`config.mk`:
```
export PLATFORM = sky130hd
export DESIGN_NAME = char_lcd_nibble_write_sequencer_unit
export DESIGN_NICKNAME = d
export VERILOG_FILES = /design/src/sv/lcdseq_pkg.sv /design/src/sv/lcdseq_front.sv /design/src/sv/lcdseq_queue.sv /design/src/sv/lcdseq_back.sv /design/src/sv/char_lcd_nibble_write_sequencer_unit.sv
export SDC_FILE = /design/constraint.sdc
export NUM_CORES = 1
export LEC_CHECK = 0
export BUFFER_PORTS_ARGS = -buffer_cell sky130_fd_sc_hd__buf_2
export CAP_MARGIN = 20
export CORE_AREA = 2 2 85 87
export CTS_CLUSTER_SIZE = 20
export DETAILED_ROUTE_END_ITERATION = 8
export DIE_AREA = 0 0 87 89
export HOLD_SLACK_MARGIN = 0.06
export PLACE_DENSITY = 0.84
export SYNTH_ARGS = -nofsm -noshare
export SYNTH_HDL_FRONTEND = slang
export SYNTH_SLANG_ARGS = --single-unit
```
`constraint.sdc`:
```
create_clock -name aclk -period 2.6 [get_ports aclk]
set_input_delay 0.26 -clock aclk [delete_from_list [all_inputs] [get_ports aclk]]
set_output_delay 0.26 -clock aclk [all_outputs]
set_load 0.005 [all_outputs]
```
`src/sv/lcdseq_pkg.sv`:
```
// ============================================================================
// lcdseq_pkg
// Shared types, codes and pin-state tables for the character LCD sequencer.
// ============================================================================
package lcdseq_pkg;

    // Request operation codes
    localparam logic [1:0] OP_INIT   = 2'd0;
    localparam logic [1:0] OP_BYTE   = 2'd1;
    localparam logic [1:0] OP_CURSOR = 2'd2;
    localparam logic [1:0] OP_NONE   = 2'd3;

    // Job kinds carried through the queue
    localparam logic KIND_INIT = 1'b0;
    localparam logic KIND_BYTE = 1'b1;

    localparam int HOLD_W = 15;
    localparam int NIB_W  = 4;

    // Step counts per job
    localparam int INIT_STEPS = 21;
    localparam int BYTE_STEPS = 4;
    localparam int STEP_W     = $clog2(INIT_STEPS);
    localparam logic [STEP_W-1:0] INIT_LAST = STEP_W'(INIT_STEPS - 1);
    localparam logic [1:0]        BYTE_LAST = 2'(BYTE_STEPS - 1);

    // Hold times in microseconds
    localparam logic [HOLD_W-1:0] HOLD_PULSE    = 15'd1;
    localparam logic [HOLD_W-1:0] HOLD_SHORT    = 15'd50;
    localparam logic [HOLD_W-1:0] HOLD_LONG     = 15'd2050;
    localparam logic [HOLD_W-1:0] HOLD_INIT_MID = 15'd200;
    localparam logic [HOLD_W-1:0] HOLD_INIT_1ST = 15'd5050;
    localparam logic [HOLD_W-1:0] HOLD_POWERUP  = 15'd20000;
    localparam logic [HOLD_W-1:0] HOLD_FINAL    = 15'd4050;

    // Front to back queue
    localparam int QDEPTH  = 2;
    localparam int QADDR_W = (QDEPTH > 1) ? $clog2(QDEPTH) : 1;
    localparam int QCNT_W  = $clog2(QDEPTH + 1);

    typedef struct packed {
        logic       kind;
        logic [7:0] value;
        logic       rs;
    } item_t;

    typedef struct packed {
        logic full;
        logic empty;
    } q_status_t;

    // One pin state of the power-up sequence
    typedef struct packed {
        logic              set_data;
        logic              clr_rs;
        logic [NIB_W-1:0]  nibble;
        logic              en;
        logic [HOLD_W-1:0] hold;
    } init_step_t;

    function automatic init_step_t init_step(input logic [STEP_W-1:0] idx);
        init_step_t s;
        s = '0;
        unique case (idx)
            5'd0:  s = '{1'b0, 1'b0, 4'h0, 1'b0, HOLD_POWERUP};
            5'd1:  s = '{1'b1, 1'b0, 4'h3, 1'b1, HOLD_PULSE};
            5'd2:  s = '{1'b1, 1'b0, 4'h3, 1'b0, HOLD_INIT_1ST};
            5'd3:  s = '{1'b1, 1'b0, 4'h3, 1'b1, HOLD_PULSE};
            5'd4:  s = '{1'b1, 1'b0, 4'h3, 1'b0, HOLD_INIT_MID};
            5'd5:  s = '{1'b1, 1'b0, 4'h3, 1'b1, HOLD_PULSE};
            5'd6:  s = '{1'b1, 1'b0, 4'h3, 1'b0, HOLD_INIT_MID};
            5'd7:  s = '{1'b1, 1'b0, 4'h2, 1'b1, HOLD_PULSE};
            5'd8:  s = '{1'b1, 1'b0, 4'h2, 1'b0, HOLD_LONG};
            5'd9:  s = '{1'b1, 1'b1, 4'h2, 1'b1, HOLD_PULSE};
            5'd10: s = '{1'b1, 1'b1, 4'h2, 1'b0, HOLD_SHORT};
            5'd11: s = '{1'b1, 1'b1, 4'h8, 1'b1, HOLD_PULSE};
            5'd12: s = '{1'b1, 1'b1, 4'h8, 1'b0, HOLD_LONG};
            5'd13: s = '{1'b1, 1'b1, 4'h0, 1'b1, HOLD_PULSE};
            5'd14: s = '{1'b1, 1'b1, 4'h0, 1'b0, HOLD_SHORT};
            5'd15: s = '{1'b1, 1'b1, 4'hC, 1'b1, HOLD_PULSE};
            5'd16: s = '{1'b1, 1'b1, 4'hC, 1'b0, HOLD_LONG};
            5'd17: s = '{1'b1, 1'b1, 4'h0, 1'b1, HOLD_PULSE};
            5'd18: s = '{1'b1, 1'b1, 4'h0, 1'b0, HOLD_SHORT};
            5'd19: s = '{1'b1, 1'b1, 4'h1, 1'b1, HOLD_PULSE};
            5'd20: s = '{1'b1, 1'b1, 4'h1, 1'b0, HOLD_FINAL};
            default: s = '0;
        endcase
        return s;
    endfunction

endpackage

```
`src/sv/lcdseq_front.sv`:
```
// ============================================================================
// lcdseq_front
// Accepts request beats and turns them into queue jobs.
// ============================================================================
module lcdseq_front (
    input  logic               s_valid,
    output logic               s_ready,
    input  logic [1:0]         s_operation,
    input  logic [7:0]         s_byte_value,
    input  logic               s_register_select,
    input  logic [5:0]         s_column,
    input  logic               s_row,
    input  lcdseq_pkg::q_status_t q_status,
    output logic               push,
    output lcdseq_pkg::item_t  push_item
);
    import lcdseq_pkg::*;

    assign s_ready = !q_status.full;

    always_comb begin
        push_item = '0;
        push      = 1'b0;
        unique case (s_operation)
            OP_INIT: begin
                push_item.kind = KIND_INIT;
                push           = s_valid && s_ready;
            end
            OP_BYTE: begin
                push_item.kind  = KIND_BYTE;
                push_item.value = s_byte_value;
                push_item.rs    = s_register_select;
                push            = s_valid && s_ready;
            end
            OP_CURSOR: begin
                // 0x80 + column on row 0, 0xC0 + column on row 1
                push_item.kind  = KIND_BYTE;
                push_item.value = {1'b1, s_row, s_column};
                push_item.rs    = 1'b0;
                push            = s_valid && s_ready;
            end
            OP_NONE: begin
                // drop the beat
                push = 1'b0;
            end
            default: push = 1'b0;
        endcase
    end

endmodule

```
`src/sv/lcdseq_queue.sv`:
```
// ============================================================================
// lcdseq_queue
// Short job queue between the front and the back.
// ============================================================================
module lcdseq_queue (
    input  logic                   aclk,
    input  logic                   aresetn,
    input  logic                   push,
    input  lcdseq_pkg::item_t      push_item,
    input  logic                   pop,
    output lcdseq_pkg::item_t      head_item,
    output lcdseq_pkg::q_status_t  status
);
    import lcdseq_pkg::*;

    item_t              slot_reg [QDEPTH];
    logic [QADDR_W-1:0] wr_ptr_reg, wr_ptr_next;
    logic [QADDR_W-1:0] rd_ptr_reg, rd_ptr_next;
    logic [QCNT_W-1:0]  count_reg, count_next;

    function automatic logic [QADDR_W-1:0] ptr_inc(input logic [QADDR_W-1:0] p);
        return (p == QADDR_W'(QDEPTH - 1)) ? '0 : p + 1'b1;
    endfunction

    assign status.full  = (count_reg == QCNT_W'(QDEPTH));
    assign status.empty = (count_reg == '0);
    assign head_item    = slot_reg[rd_ptr_reg];

    always_comb begin
        wr_ptr_next = push ? ptr_inc(wr_ptr_reg) : wr_ptr_reg;
        rd_ptr_next = pop  ? ptr_inc(rd_ptr_reg) : rd_ptr_reg;
        count_next  = count_reg + QCNT_W'(push) - QCNT_W'(pop);
    end

    always_ff @(posedge aclk) begin
        if (!aresetn) begin
            wr_ptr_reg <= '0;
            rd_ptr_reg <= '0;
            count_reg  <= '0;
        end else begin
            wr_ptr_reg <= wr_ptr_next;
            rd_ptr_reg <= rd_ptr_next;
            count_reg  <= count_next;
        end
    end

    always_ff @(posedge aclk) begin
        if (push) begin
            slot_reg[wr_ptr_reg] <= push_item;
        end
    end

endmodule

```
`src/sv/lcdseq_back.sv`:
```
// ============================================================================
// lcdseq_back
// Steps through the pin states of the head job into the output register.
// ============================================================================
module lcdseq_back (
    input  logic                   aclk,
    input  logic                   aresetn,
    input  lcdseq_pkg::item_t      head_item,
    input  lcdseq_pkg::q_status_t  q_status,
    output logic                   pop,
    output logic                   m_valid,
    input  logic                   m_ready,
    output logic                   m_rs_pin,
    output logic                   m_enable_pin,
    output logic [3:0]             m_data_nibble,
    output logic [14:0]            m_hold_us,
    output logic                   m_last_step
);
    import lcdseq_pkg::*;

    logic              rs_level_reg, rs_level_next;
    logic [NIB_W-1:0]  data_level_reg, data_level_next;
    logic [STEP_W-1:0] step_reg, step_next;
    logic              out_valid_reg, out_valid_next;
    logic              out_rs_reg, out_en_reg, out_last_reg;
    logic [NIB_W-1:0]  out_data_reg;
    logic [HOLD_W-1:0] out_hold_reg;

    init_step_t        ist;
    logic [1:0]        bstep;
    logic              cur_rs, cur_en, cur_last;
    logic [NIB_W-1:0]  cur_data;
    logic [HOLD_W-1:0] cur_hold;
    logic              emit;

    assign ist   = init_step(step_reg);
    assign bstep = step_reg[1:0];

    always_comb begin
        if (head_item.kind == KIND_INIT) begin
            cur_rs   = ist.clr_rs ? 1'b0 : rs_level_reg;
            cur_data = ist.set_data ? ist.nibble : data_level_reg;
            cur_en   = ist.en;
            cur_hold = ist.hold;
            cur_last = (step_reg == INIT_LAST);
        end else begin
            cur_rs   = head_item.rs;
            cur_data = bstep[1] ? head_item.value[3:0] : head_item.value[7:4];
            cur_en   = !bstep[0];
            priority if (bstep == 2'd1) begin
                cur_hold = HOLD_SHORT;
            end else if (bstep == BYTE_LAST) begin
                cur_hold = HOLD_LONG;
            end else begin
                cur_hold = HOLD_PULSE;
            end
            cur_last = (bstep == BYTE_LAST);
        end
    end

    assign emit = !q_status.empty && (!out_valid_reg || m_ready);
    assign pop  = emit && cur_last;

    always_comb begin
        rs_level_next   = emit ? cur_rs : rs_level_reg;
        data_level_next = emit ? cur_data : data_level_reg;
        step_next       = step_reg;
        if (emit) begin
            step_next = cur_last ? '0 : step_reg + 1'b1;
        end
        out_valid_next = out_valid_reg;
        if (emit) begin
            out_valid_next = 1'b1;
        end else if (m_ready) begin
            out_valid_next = 1'b0;
        end
    end

    always_ff @(posedge aclk) begin
        if (!aresetn) begin
            rs_level_reg   <= 1'b0;
            data_level_reg <= '0;
            step_reg       <= '0;
            out_valid_reg  <= 1'b0;
        end else begin
            rs_level_reg   <= rs_level_next;
            data_level_reg <= data_level_next;
            step_reg       <= step_next;
            out_valid_reg  <= out_valid_next;
        end
    end

    always_ff @(posedge aclk) begin
        if (emit) begin
            out_rs_reg   <= cur_rs;
            out_en_reg   <= cur_en;
            out_data_reg <= cur_data;
            out_hold_reg <= cur_hold;
            out_last_reg <= cur_last;
        end
    end

    assign m_valid       = out_valid_reg;
    assign m_rs_pin      = out_rs_reg;
    assign m_enable_pin  = out_en_reg;
    assign m_data_nibble = out_data_reg;
    assign m_hold_us     = out_hold_reg;
    assign m_last_step   = out_last_reg;

endmodule

```
`src/sv/char_lcd_nibble_write_sequencer_unit.sv`:
```
// ============================================================================
// char_lcd_nibble_write_sequencer_unit
// Character LCD 4-bit bus sequencer: requests in, timed pin states out.
// ============================================================================
//
//  Channel | Direction | Beat carries
//  --------+-----------+-----------------------------------------------------
//  s_*     | in        | operation, byte_value, register_select, column, row
//  m_*     | out       | rs_pin, enable_pin, data_nibble, hold_us, last_step
//
//  One pin state leaves per cycle while m_ready is high and a job is
//  queued: a byte send, a cursor set or an initialisation is walked
//  through its pin states by the back-end step counter feeding the single
//  output register. An unused operation code is taken and produces nothing.
//  The front takes a request whenever the 2-entry job queue has room, so a
//  stall on m_ready backs up into the queue before it reaches s_ready.
//  aresetn (synchronous, active low) clears the queue, the step counter,
//  the output valid and the kept RS and data levels.
//
module char_lcd_nibble_write_sequencer_unit (
    input  logic        aclk,
    input  logic        aresetn,
    input  logic        s_valid,
    output logic        s_ready,
    input  logic [1:0]  s_operation,
    input  logic [7:0]  s_byte_value,
    input  logic        s_register_select,
    input  logic [5:0]  s_column,
    input  logic        s_row,
    output logic        m_valid,
    input  logic        m_ready,
    output logic        m_rs_pin,
    output logic        m_enable_pin,
    output logic [3:0]  m_data_nibble,
    output logic [14:0] m_hold_us,
    output logic        m_last_step
);
    import lcdseq_pkg::*;

    // Front to queue
    logic      push;
    item_t     push_item;
    // Queue to back
    logic      pop;
    item_t     head_item;
    q_status_t q_status;

    // Classify the request and push a job
    lcdseq_front u_front (
        .s_valid           (s_valid),
        .s_ready           (s_ready),
        .s_operation       (s_operation),
        .s_byte_value      (s_byte_value),
        .s_register_select (s_register_select),
        .s_column          (s_column),
        .s_row             (s_row),
        .q_status          (q_status),
        .push              (push),
        .push_item         (push_item)
    );

    // Hold pending jobs so each side stalls on its own
    lcdseq_queue u_queue (
        .aclk      (aclk),
        .aresetn   (aresetn),
        .push      (push),
        .push_item (push_item),
        .pop       (pop),
        .head_item (head_item),
        .status    (q_status)
    );

    // Walk the pin states of the head job
    lcdseq_back u_back (
        .aclk          (aclk),
        .aresetn       (aresetn),
        .head_item     (head_item),
        .q_status      (q_status),
        .pop           (pop),
        .m_valid       (m_valid),
        .m_ready       (m_ready),
        .m_rs_pin      (m_rs_pin),
        .m_enable_pin  (m_enable_pin),
        .m_data_nibble (m_data_nibble),
        .m_hold_us     (m_hold_us),
        .m_last_step   (m_last_step)
    );

    // Never push into a full queue
    assert property (@(posedge aclk) disable iff (!aresetn)
        push |-> !q_status.full)
        else $error("job pushed into full queue");

    // Never retire a job from an empty queue
    assert property (@(posedge aclk) disable iff (!aresetn)
        pop |-> !q_status.empty)
        else $error("job retired from empty queue");

    // Enable strobes always last one microsecond
    assert property (@(posedge aclk) disable iff (!aresetn)
        (m_valid && m_enable_pin) |-> (m_hold_us == HOLD_PULSE))
        else $error("enable strobe with wrong hold");

    // Closing state of an initialisation is a command with nibble 0x1
    assert property (@(posedge aclk) disable iff (!aresetn)
        (m_valid && m_hold_us == HOLD_FINAL) |->
            (m_last_step && !m_rs_pin && m_data_nibble == 4'h1))
        else $error("bad closing state of initialisation");

endmodule

```
==> results of run 1 <==
## final timing paths
check                                                              to  slack (ps)  cells past startpoint
worst max-delay path                            u_back.ist[1]$_DFF_P_         190                      9
worst min register to register  u_back.data_level_reg[1]$_SDFFE_PN0N_         460                      2
worst min-delay path                 u_queue.slot_reg[1][0]$_DFFE_PP_         250                      2
worst max register to register                  u_back.ist[1]$_DFF_P_         190                      9
## cell usage after synthesis, drive strengths merged, types with 7 or more instances
master,instances
edfxtp,40
nand2,36
dfxtp,35
nor2,17
inv,16
o21ai,15
and2,13
a21oi,10
buf,10
ha,10
a22oi,9
clkbuf,8
nand3,8
mux2i,7
o31ai,7
## routing by layer
layer  global-route usage, %  up-vias  share of wire, %
met5                       0        -                 0
met4                    10.2        0               2.7
met3                    3.97       17               5.2
met2                    32.8      100                48
met1                    24.5     1163                44
li1                        -     1204                 -
## report_power, final
group,switching (W),internal [W]
Clock,0.000429,0.000445
Combinational,0.000267,0.000184
Sequential,0.0000476,0.00139
Total,0.000743,0.00202
## repair_timing
action	in CTS	in global routing
buffers inserted	0	0
resized for setup	0	1
endpoints found under the setup margin	0	1
## placed cells by master (no fill, tap or decap), types with 4 or more instances in the layout
cell / instances
buf_2: 43
edfxtp_1: 40
nand2_1: 35
dfxtp_1: 35
buf_4: 19
inv_1: 16
nor2_1: 16
o21ai_0: 12
and2_1: 12
ha_1: 10
a22oi_1: 9
a21oi_1: 9
clkbuf_8: 9
nand3_1: 8
o31ai_1: 7
mux2i_1: 6
mux4_1: 4
o22ai_1: 4
xnor2_1: 4
## critical path, stage by stage, from the launching register on
cell,delay [ps]
dfxtp_1,390
inv_1,80
ha_1,190
and4b_1,190
mux2_4,310
o21ai_1,210
nand2_1,140
ha_1,320
o211ai_1,280
o221ai_1,170
## stage by stage
step	hold slack, ps	setup WS (ps)	cells	area, um^2	utilization, %
3_5_place_dp	450	179	424	3810	56.7
6_report	252	188	440	4000	59.5
5_1_grt	261	49.0	440	4000	59.5
3_3_place_gp	444	303	424	3810	56.7
2_1_floorplan	436	140	300	3450	-
4_1_cts	251	136	440	4000	59.5
## area by class of cell
cell class	count	share of cell area, %
sequential	75	47.5
multi-input combinational	191	34.7
timing repair buffer	62	8.95
clock buffer	10	3.19
tap	80	2.50
clock inverter	6	1.63
inverter	16	1.50
## kinds of logic (layout without fill, tap and decap cells)
group | count (synthesis) | count (layout) | synth area share [%]
muxes | 13 | 13 | 6.21
AOI/OAI and AO/OA | 66 | 66 | 14.8
and+or+nand+nor | 95 | 95 | 14.2
other | 1 | 2 | 0.109
xor gates and xnor gates | 5 | 5 | 1.27
DFF | 75 | 75 | 55.2
adders and majority gates | 10 | 10 | 3.63
buffers and inverters | 34 | 94 | 4.61
==> results_dict.tcl, run 1 <==
set metrics [dict create \
    total_power_w 0.00277 \
    cts_max_level 3 \
    grt_pass1_wl_mm 11.6 \
    cp-startpoint "u_back.step_reg[1]$_SDFFE_PN0N_" \
    syn-cell-area_um2 3440 \
    route.detailed.vias_per_inst 5.65 \
    synth_top_area_share_pct 34.9 \
    core_um2 6720 \
    setup_viol 0 \
    nets 387 \
    synthCells 299 \
    dominantRegCellSynth "edfxtp_1" \
    numPortBuffers 43 \
    drive_above_1_share_pct 25.6 \
    cts_root_buffer "clkbuf_8" \
    fin_tns_setup_ps 0 \
    drv_slew 0 \
    rsz0062_at_grt "false" \
    grt_max_degree 30 \
    yosysSeqAreaShare_pct 55.2 \
    crit_path_max_fanout 6 \
    ant_nets 0 \
    synthToLayoutAreaGrowth_pct 16.1 \
    start_util_pct 51.3 \
    cellLeakagePower_nw 1.61 \
    die_area_um2 7740 \
    setup.worst_path.start_class "flip-flop" \
    skew_ps 12.4 \
    cts_tree "done" \
    drtPass1Iterations 5 \
    status "complete, no violations" \
    largest_register_ffs 20 \
    hold_path_class "input port to flip-flop" \
    max-cap-violations 0 \
    yosysTopAreaCell "edfxtp_1" \
    end_kind "flip-flop" \
    max_freq_mhz 415 \
    cts.reportedPaths.clkPinSlew_ps 80 \
    dp_hpwl_mm 5.37 \
    grt.overflow.total 0 \
    required_ps 2800 \
    dieWidth_um 87 \
    cts_hold_buf 0 \
    grt_pass1_vias 2429 \
    nFillCells 512 \
    yosysUniqueCellTypes 61 \
    r2r-start "u_back.step_reg[1]$_SDFFE_PN0N_" \
    synth_edf_count 40 \
    insertion_delay_ps 350 \
    num_antenna_cells 0 \
    hold_viol_final 0 \
    critPathKind "flip-flop to flip-flop" \
    drt_iter0_markers 232 \
    tightest_slew_ps 533 \
    min-delay-start "s_register_select" \
    power_density_nw_per_um2 692 \
    antenna_found_initial 0 \
    num_vias 2484 \
    ir_worst_vdd_v 0.000364 \
    seq_area_um2 1900 \
    cts_buffers 9 \
    cts.sinks 75 \
    crit_arrival_ps 2620 \
    routed_wl_mm 7.16 \
    ios 46 \
    drc 0 \
    clk_path_buf_depth 2 \
    relSlewSlack_pct 64.2 \
    synthTopCellsByArea "edfxtp_1, dfxtp_1, nand2_1, ha_1, mux4_1" \
    layout_worst_path_cycle_share_pct 92.8 \
    wl_per_cell_um 16.3 \
    ys_seq_elements 75 \
    rows 30 \
    die_y_um 89 \
    finalCriticalPeriod_ps 2410 \
    yosys_warnings 0 \
    avgSynthCellArea_um2 11.5 \
    grt_usage_pct 19.8 \
    multi_input_area_um2 1390 \
    place_congestion 0.918 \
    async_flop_share_pct 0 \
]
(Power assumes the default switching activity.)
==> inputs of run 2 (changes only) <==
CORE_AREA = 2 2 87 89   (was 2 2 85 87)
DIE_AREA = 0 0 89 91   (was 0 0 87 89)
PLACE_DENSITY = 0.81   (was 0.84)
==> run 2 against run 1 <==
Against the previous run: final area grew 0.78%; wire length shrank 2.9%; clock-buffer cell count grew 3; hold slack gained 15 ps; via count shrank 2.1%; clock power grew 7.3%; critical path depth grew 2; sequential power is essentially flat; power grew 2.0%; flip-flop and latch count is the same; non-clock buffer count shrank 2; critical path type unchanged; largest power group unchanged; highest routed layer unchanged.
==> results_dict.tcl, run 2 (same netlist as run 1, synthesis figures left out) <==
set metrics [dict create \
    ios 46 \
    layout.cells.most_common "buf_2" \
    clk_path_buf_depth 2 \
    nets 385 \
    cp_cell_sequence "inv_1 > ha_1 > and4b_1 > mux2_4 > and2_1 > ha_1 > inv_1 > ha_1 > xor2_1 > xnor2_1 > nor2_1" \
    max-cap-violations 0 \
    crit_family "adder cells" \
    nFillCells 603 \
    setup_ws_ps 208 \
    cts_buffers 9 \
    r2r_slack_ps 210 \
    min-delay-start "s_register_select" \
    synthToLayoutAreaGrowth_pct 17.0 \
    rr_worst_depth 11 \
    r2r-start "u_back.step_reg[1]$_SDFFE_PN0N_" \
    status "complete, no violations" \
    grt_usage_pct 18.2 \
    cp_num_buf_inv 2 \
    relSlewSlack_pct 62.0 \
    antenna_found_initial 0 \
    whs_path_depth 2 \
    power_density_nw_per_um2 700 \
    layout_worst_path_cycle_share_pct 92.0 \
    cellLeakagePower_nw 1.61 \
    route.detailed.vias_per_inst 5.32 \
    met1_usage_pct 25.8 \
    grt_max_degree 23 \
    drt_iter0_markers 237 \
    worstReg2RegEnd "u_queue.count_reg[1]$_SDFF_PN0_" \
    ir_worst_vdd_v 0.000494 \
    cts_root_buffer "clkbuf_8" \
    grt.overflow.total 0 \
    skew_ps 16.4 \
    grtUsageMet2_pct 26.5 \
    routed_wl_mm 6.95 \
    crit_arrival_ps 2630 \
    layout_common_cells "buf_2, edfxtp_1, nand2_1, dfxtp_1, buf_4" \
    insertion_delay_ps 350 \
    cts_max_level 3 \
    hold_ws_ps 267 \
    dp_hpwl_mm 5.13 \
    drv_slew 0 \
    die_y_um 91 \
    rsz0062_at_grt "false" \
    numPortBuffers 43 \
    path_common_cell "ha_1" \
    hold_path_class "input port to flip-flop" \
    core_um2 7140 \
    hold_viol_final 0 \
    start_util_pct 48.3 \
    gr-usage-met3_pct 4.55 \
    die_area_um2 8100 \
    finalCriticalPeriod_ps 2390 \
    top_usage_layer "met2" \
    dp_slack_ps 192 \
    cp_slowest_cell "dfxtp_1" \
    setup.worst_path.start_class "flip-flop" \
    num_antenna_cells 0 \
    required_ps 2840 \
    drive_above_1_share_pct 25.4 \
    wl_per_cell_um 15.2 \
    ant_nets 0 \
    drtPass1Iterations 4 \
    grt_pass1_wl_mm 11.3 \
    drc 0 \
    tightest_slew_ps 568 \
    post-cts-setup-buffer-count 0 \
    grt_pass1_vias 2269 \
    whs_endpoint "u_queue.slot_reg[1][0]$_DFFE_PP_" \
    setup_viol 0 \
    max_freq_mhz 418 \
    cpPeakStageDelay_ps 400 \
    largest_register_ffs 20 \
    critPathKind "flip-flop to flip-flop" \
    crit_path_max_fanout 7 \
    cts.sinks 75 \
    place_congestion 0.917 \
    dieWidth_um 89 \
    cts.reportedPaths.clkPinSlew_ps 70 \
    fin_tns_setup_ps 0 \
    cts_tree "done" \
    end_kind "flip-flop" \
    rows 31 \
    num_vias 2432 \
]
[run 2: repair_timing]
action	CTS	global route
gates resized for setup	0	1
hold buffers	0	0
setup endpoints to repair	0	1
[run 2: how the worst max path moves through the flow]
stage,start,end,slack [ps],cells after the start
after floorplan,u_back.step_reg[0]$_SDFFE_PN0N_,u_back.ist[1]$_DFF_P_,140,10
after global placement,u_back.step_reg[1]$_SDFFE_PN0N_,u_back.ist[1]$_DFF_P_,310,9
after detailed placement,u_back.step_reg[1]$_SDFFE_PN0N_,u_back.ist[1]$_DFF_P_,190,9
after CTS,u_back.step_reg[1]$_SDFFE_PN0N_,u_back.ist[1]$_DFF_P_,160,9
after global routing,u_back.step_reg[1]$_SDFFE_PN0N_,u_queue.count_reg[1]$_SDFF_PN0_,50,11
final,u_back.step_reg[1]$_SDFFE_PN0N_,u_queue.count_reg[1]$_SDFF_PN0_,210,11
[run 2: stage by stage]
stage	std cells	total power, W	cell area, um^2	utilization, %
3_5_place_dp	441	0.00191	3820	53.5
6_report	457	0.00282	4030	56.5
5_1_grt	457	0.00296	4030	56.5
4_1_cts	457	0.00285	4030	56.5
3_3_place_gp	441	0.00189	3820	53.5
2_1_floorplan	300	0.00174	3450	-
[run 2: report_power, final]
group | internal [W] | leakage [nW] | switching [W]
clock network | 0.000525 | 0.110 | 0.000414
logic | 0.000182 | 0.829 | 0.000262
registers | 0.00139 | 0.669 | 0.0000464
total | 0.00210 | 1.61 | 0.000722
[run 2: routing by layer]
metal  wire, um  share of wire (%)
met5          0                  0
met3        356                5.1
met4        211                3.0
met1       3230                 46
met2       3150                 45
[run 2: final cells by class]
cell class	count	area, um^2	share of cell area [%]
clock inverters	3	43.8	1.09
flip-flops and latches	75	1900	47.2
clock buffers	13	169	4.19
inverters	16	60.1	1.49
well taps	99	124	3.07
repair buffers	60	343	8.50
multi-input cells	191	1390	34.5
